$ cat src/hdl/ltc_pkg.sv
`default_nettype none

package ltc_pkg;

   // Defaults for the top-level parameters
   localparam int NUM_STATES_DEF = 256;
   localparam int MAX_LAG_DEF    = 64;
   localparam int COUNT_BITS_DEF = 32;

   // Fixed field widths
   localparam int LAG_W       = 7;
   localparam int LABEL_W     = 8;
   localparam int CNT_OUT_W   = 32;
   localparam int REQ_TDATA_W = 2 * LABEL_W;
   localparam int RSP_TDATA_W = CNT_OUT_W + 2 * LABEL_W;

   localparam logic [LAG_W-1:0] LAG_RESET = 7'd1;

   // Controller to datapath commands
   typedef struct packed {
      logic clear_wr;
      logic capture;
      logic hist_rd;
      logic cell_rd;
      logic commit;
      logic load_out;
   } cmd_type;

   // Datapath to controller status
   typedef struct packed {
      logic clear_last;
      logic out_free;
   } sts_type;

   function automatic int addr_bits(input int depth);
      return (depth > 1) ? $clog2(depth) : 1;
   endfunction

endpackage

`default_nettype wire

$ cat src/hdl/ltc_controller.sv
`default_nettype none

module ltc_controller (
   input  wire logic              clock,
   input  wire logic              reset,
   input  wire logic              req_tvalid,
   output logic                   req_tready,
   output ltc_pkg::cmd_type       cmd,
   input  wire ltc_pkg::sts_type  sts
);

   typedef enum logic [2:0] {
      ST_CLEAR,
      ST_IDLE,
      ST_HIST,
      ST_CELL,
      ST_UPD
   } state_type;

   state_type state_ff, state_in;

   always_comb begin
      state_in   = state_ff;
      cmd        = '0;
      req_tready = 1'b0;
      case (state_ff)
         ST_CLEAR: begin
            cmd.clear_wr = 1'b1;
            if (sts.clear_last) begin
               state_in = ST_IDLE;
            end
         end
         ST_IDLE: begin
            req_tready  = 1'b1;
            cmd.capture = req_tvalid;
            if (req_tvalid) begin
               state_in = ST_HIST;
            end
         end
         ST_HIST: begin
            cmd.hist_rd = 1'b1;
            state_in    = ST_CELL;
         end
         ST_CELL: begin
            cmd.cell_rd = 1'b1;
            cmd.commit  = 1'b1;
            state_in    = ST_UPD;
         end
         ST_UPD: begin
            if (sts.out_free) begin
               cmd.load_out = 1'b1;
               state_in     = ST_IDLE;
            end
         end
         default: begin
            state_in = ST_CLEAR;
         end
      endcase
   end

   always_ff @(posedge clock) begin
      if (reset) begin
         state_ff <= ST_CLEAR;
      end else begin
         state_ff <= state_in;
      end
   end

endmodule

`default_nettype wire

$ cat config.mk
export PLATFORM = sky130hd
export DESIGN_NAME = ltc_controller
export DESIGN_NICKNAME = d
export VERILOG_FILES = /design/src/hdl/ltc_pkg.sv /design/src/hdl/ltc_controller.sv
export SDC_FILE = /design/constraint.sdc
export NUM_CORES = 1
export LEC_CHECK = 0
export ABC_AREA = 1
export ABC_CLOCK_PERIOD_IN_PS = 1810
export BUFFER_PORTS_ARGS = -buffer_cell sky130_fd_sc_hd__buf_2
export CAP_MARGIN = 20
export CORE_AREA = 2 2 39 41
export DETAILED_ROUTE_END_ITERATION = 16
export DIE_AREA = 0 0 41 43
export PLACE_DENSITY = 0.44
export SLEW_MARGIN = 20
export SYNTH_ARGS = -nofsm -noshare
export SYNTH_HDL_FRONTEND = slang
export SYNTH_SLANG_ARGS = --single-unit
$ cat constraint.sdc
create_clock -name clock -period 1.81 [get_ports clock]
set_clock_uncertainty 0.2 [all_clocks]
set_input_delay 0.2715 -clock clock [delete_from_list [all_inputs] [get_ports clock]]
set_output_delay 0.2715 -clock clock [all_outputs]
set_load 0.01 [all_outputs]
* Word-level counts from Yosys, hierarchy flattened
Index checks and enable logic that the tools add are counted.
** Operators by class
- Add/sub/neg operators :: 0
- $mul :: 0
- Divide/modulo/power cells :: 0
- $lt $le $gt $ge :: 0
- Equality and inequality tests :: 7
- Shift-type cells :: 0
- Mux-type cells :: 11
- Bitwise logic cells :: 0
- Reduce and logical (&&, ||, !) cells :: 2
** Operator list (number)
- 3-bit case mux with 5 select lines :: 1
- 3-bit two-way mux :: 3
- 3-bit by 2-bit equality test with 1-bit output, second input constant :: 2
- 1-bit two-way mux :: 6
- 2-bit != test, second input constant :: 3
- 3-bit by 1-bit equality test with 1-bit output, second input constant :: 1
- 3-bit equality test, second input constant :: 1
- 3-bit logical NOT :: 1
- 3-bit AND reduction :: 1
- 2-bit two-way mux :: 1
** Storage, ports and cells
- Register bits after elaboration :: 3
- Latch bits :: 0
- Bits in writable memories :: 0
- Bits in read-only memories :: 0
- Output and inout bits :: 7
- Word-level logic and storage cells :: 21
- Memories :: 0

* Logic depth before layout (Yosys ltp)
- Depth in word-level cells :: 3
- Gate-level depth with buffers :: 6
- Mapped depth without buffers :: 6

* Least setup slack after synthesis
No wires, ideal clock.
- Path type :: register to output
- From :: reg state_ff[2]
- To :: out cmd[0] in the netlist's numbering
- Arrival time :: 0.839 ns
- Setup slack :: 0.500 ns
- Stages on the path, launching flop included :: 3
- Path buffers :: 0
- Cell sequence :: dfxtp_1 -> inv_2 -> nor3_1
** RTL lines
- start: declaration :: RTL line ltc_controller.sv:20 : state_type state_ff, state_in;
- start signal: assignment :: RTL line ltc_controller.sv:65 : state_ff <= state_in;
- end: declaration :: RTL line ltc_controller.sv:8 : output ltc_pkg::cmd_type cmd,

==> summary.md <==
| Metric | Value |
|---|---|
| Setup TNS | `0 ns` |
| Setup WS post-layout | `roughly 0.21 ns` |
| Share of the synthesized area in the top cell type | `26.2%` |
| Synth Area in Simple Gates | `roughly 48%` |
| Top cells by area, synth | `dfxtp_1 26%, inv_1 9.8%, nand3_2 8.7%` |
| Final Max Slew Viols | `0` |
| HP Start | `reset` |
| Worst skew pair latency | `approximately 0.23 ns` |
| Xor/xnor share of the synthesized area | `0%` |
| Mapped Area | `229 um2` |
| Gate Count Post-Synth | `33` |
| Hold Path Depth | `2` |
| Clk sink count | `3` |
| Comb pwr share | `between 20% and 30%` |
| Net count after synthesis | `38` |
| Min cycle time layout | `between 1.5 and 2 ns` |
| Largest family of logic cells by synthesized area | `simple AND/OR/NAND/NOR gates` |
| PostCTS Resize Cnt | `0` |
| Post-CTS setup buffer count | `0` |
| Gr busiest metal | `met4` |
| Met3 Usage GRT | `between 1.5 and 2%` |
| WHS Endpoint | `state_ff[1]` |
| Core area | `1380 um2` |
| Biggest register | `state_ff` |
| Fmax | `627 MHz` |
| Crit. End Element | `output pin` |
| Post-route ant nets | `0` |
| TritonCTS clock tree | `done` |
| Max reg flops | `3` |
| Sw Share | `between 30% and 40%` |
| Number of port buffers | `11` |
| Fill count | `around 160` |
| Unique cell type count in the Yosys netlist | `16` |
| Yosys top cell by area | `dfxtp_1` |
| YS warnings | `0` |
| Vias in the first global route | `about 210` |
| Synth-to-Final Area Change | `41.0%` |
| Setup CP Type | `flip-flop to output pin` |
| DR iter-0 viols | `4` |
| Worst Setup SP | `state_ff[2]` |
| Die area | `approximately 1800 um2` |
| Post-DP HPWL | `~380 um` |
| Total number of H-tree levels | `1` |
| Initial antenna violation count | `0` |
| Mux cell area share after synthesis | `0%` |
| Worst Tran Pin Value | `0.327 ns` |
| Clock power frac | `between 40% and 50%` |
| Final setup fails | `0` |
| Net count, final | `53` |
| Reg area | `between 60 and 70 um2` |
| Max-cap violation count | `0` |
| R2R cell count | `5` |
| Max VDD drop | `about 0.00026 V` |
| Num CTS Buffers | `3` |
| Sequential area share after synthesis | `a little over a quarter` |
| RSZ-0062 raised after global routing | `false` |
| First-pass GRT wire length | `approximately 750 um` |
| Worst hold margin | `0.0574 ns` |
| Commonest non-fill, non-tap cell in the layout | `buf_2` |
| Setup WS pre-CTS | `about 0.44 ns` |
| Largest regs | `state_ff (3)` |
| Starting Density | `between 15 and 20%` |
| Met2 usage | `9.06%` |
| # DRC | `0` |
| Share of layout cells above drive strength 1 | `between 50% and 60%` |
| Critical-path maximum fanout | `7` |
| GRT overflow | `0` |
| Routed WL per cell | `7.67 um` |
| End of the worst register-to-register path | `state_ff[1]` |
| CP startpoint kind | `flip-flop` |
| Synth Area in Compound Gates | `between 7 and 8%` |
| Outcome | `complete, no violations` |
| Hold Vio Cnt, Final | `0` |
| Initial DRT Pass Iterations | `4` |
| CP arrival | `1.12 ns` |
| Rel. slew slack | `78.2%` |
| DR vias/cell | `roughly 3.7` |
| Worst reg2reg path startpoint | `state_ff[2]` |
| Crit path required time | `around 1.3 ns` |
| Root buf cell | `clkbuf_4` |
| Sw Pwr | `83.8 uW` |
| Largest net degree at the start of global routing | `8` |
| Vias post-DR | `roughly 240` |
| CTS max path bufs | `2` |
| Reg2reg setup slack | `between 0.6 and 0.7 ns` |
| Post-synthesis average cell area | `about 6.9 um2` |
| Seq pwr share | `between 20 and 30%` |
| Most frequent cells in the layout | `11 x buf_2, 6 x inv_1, 4 x nand2_1, 4 x nor2_1` |
| Int Power | `between 150 and 200 uW` |
| ANT cells | `0` |
| Die Width | `around 41 um` |
| GRT Util Overall | `roughly 7%` |
| IO Pins | `12` |
| Tcrit/Tclk final | `approximately nine tenths` |
| Rows | `14` |
| CTS Hold Bufs | `0` |
| Worst-path clk slew | `about 0.040 ns` |
| WL final | `483 um` |
| Die height | `around 43 um` |
| Footprint of the multi-input gates | `126 um2` |
| RePlAce Congestion | `0.657` |
| Hold Path Class | `input port to flip-flop` |
| Static leakage | `around 0.00018 uW` |
| Synth Area in Adders | `0%` |
| Met1 Resource Use GR | `under 10%` |
| Synth Register Bits | `3` |
| PwrDens | `825 nW/um2` |
-- Yosys cell counts --
library cell,n
inv_1,6
nand2_1,4
nor2_1,4
dfxtp_1,3
inv_2,2
nand3_1,2
nand3_2,2
nor3_2,2
a211oi_2,1
a21oi_1,1
buf_4,1
clkinv_2,1
nand2_2,1
nor2_2,1
nor2_4,1
nor3_1,1
-- final cells by class --
| type | count | share of cell area, % |
|---|---|---|
| repair buffers | 11 | 17.1 |
| inverters | 9 | 10.9 |
| multi-input cells | 20 | 39.1 |
| clock buffers | 4 | 8.14 |
| flip-flops and latches | 3 | 18.6 |
| well taps | 16 | 6.20 |
-- power groups by stage --
stage	Combinational (uW)	Sequential, uW	Clock, uW
after detailed placement	71.7	79.7	0
after floorplan	51.6	78.0	0
final	70.8	78.6	117
after CTS	72.0	78.6	126
after global routing	80.7	79.0	127
after global placement	71.6	79.5	0
-- worst max-delay path by stage --
| stage | end | slack (ns) | cells after the start |
|---|---|---|---|
| 2_1_floorplan | cmd[0] | 0.50 | 2 |
| 6_report | cmd[0] | 0.21 | 3 |
| 3_3_place_gp | cmd[0] | 0.44 | 3 |
| 4_1_cts | cmd[0] | 0.19 | 3 |
| 5_1_grt | cmd[0] | 0.15 | 3 |
| 3_5_place_dp | cmd[0] | 0.44 | 3 |
-- worst max-delay path: stages (launching register included) --
cell	delay, ns
dfxtp_1	0.50
inv_2	0.07
nor3_1	0.17
buf_2	0.15
-- metrics by stage --
step	instance area (um2)	total power (uW)	utilization [%]	std cells
2_1_floorplan	229	130	-	33
3_3_place_gp	297	151	21.4	59
3_5_place_dp	297	151	21.4	59
4_1_cts	323	276	23.3	63
5_1_grt	323	287	23.3	63
6_report	323	266	23.3	63
-- cell families after synthesis --
| kind of cell | count (synthesis) |
|---|---|
| compound gates | 2 |
| simple gates | 18 |
| flops | 3 |
| buf+inv | 10 |
-- layer usage --
layer  up-vias  wire (um)
met5         -          0
met3         2         36
met2         8        218
met1        99        213
li1        127          -
met4         0         14
Note: power is estimated with default switching activity, not from simulation.
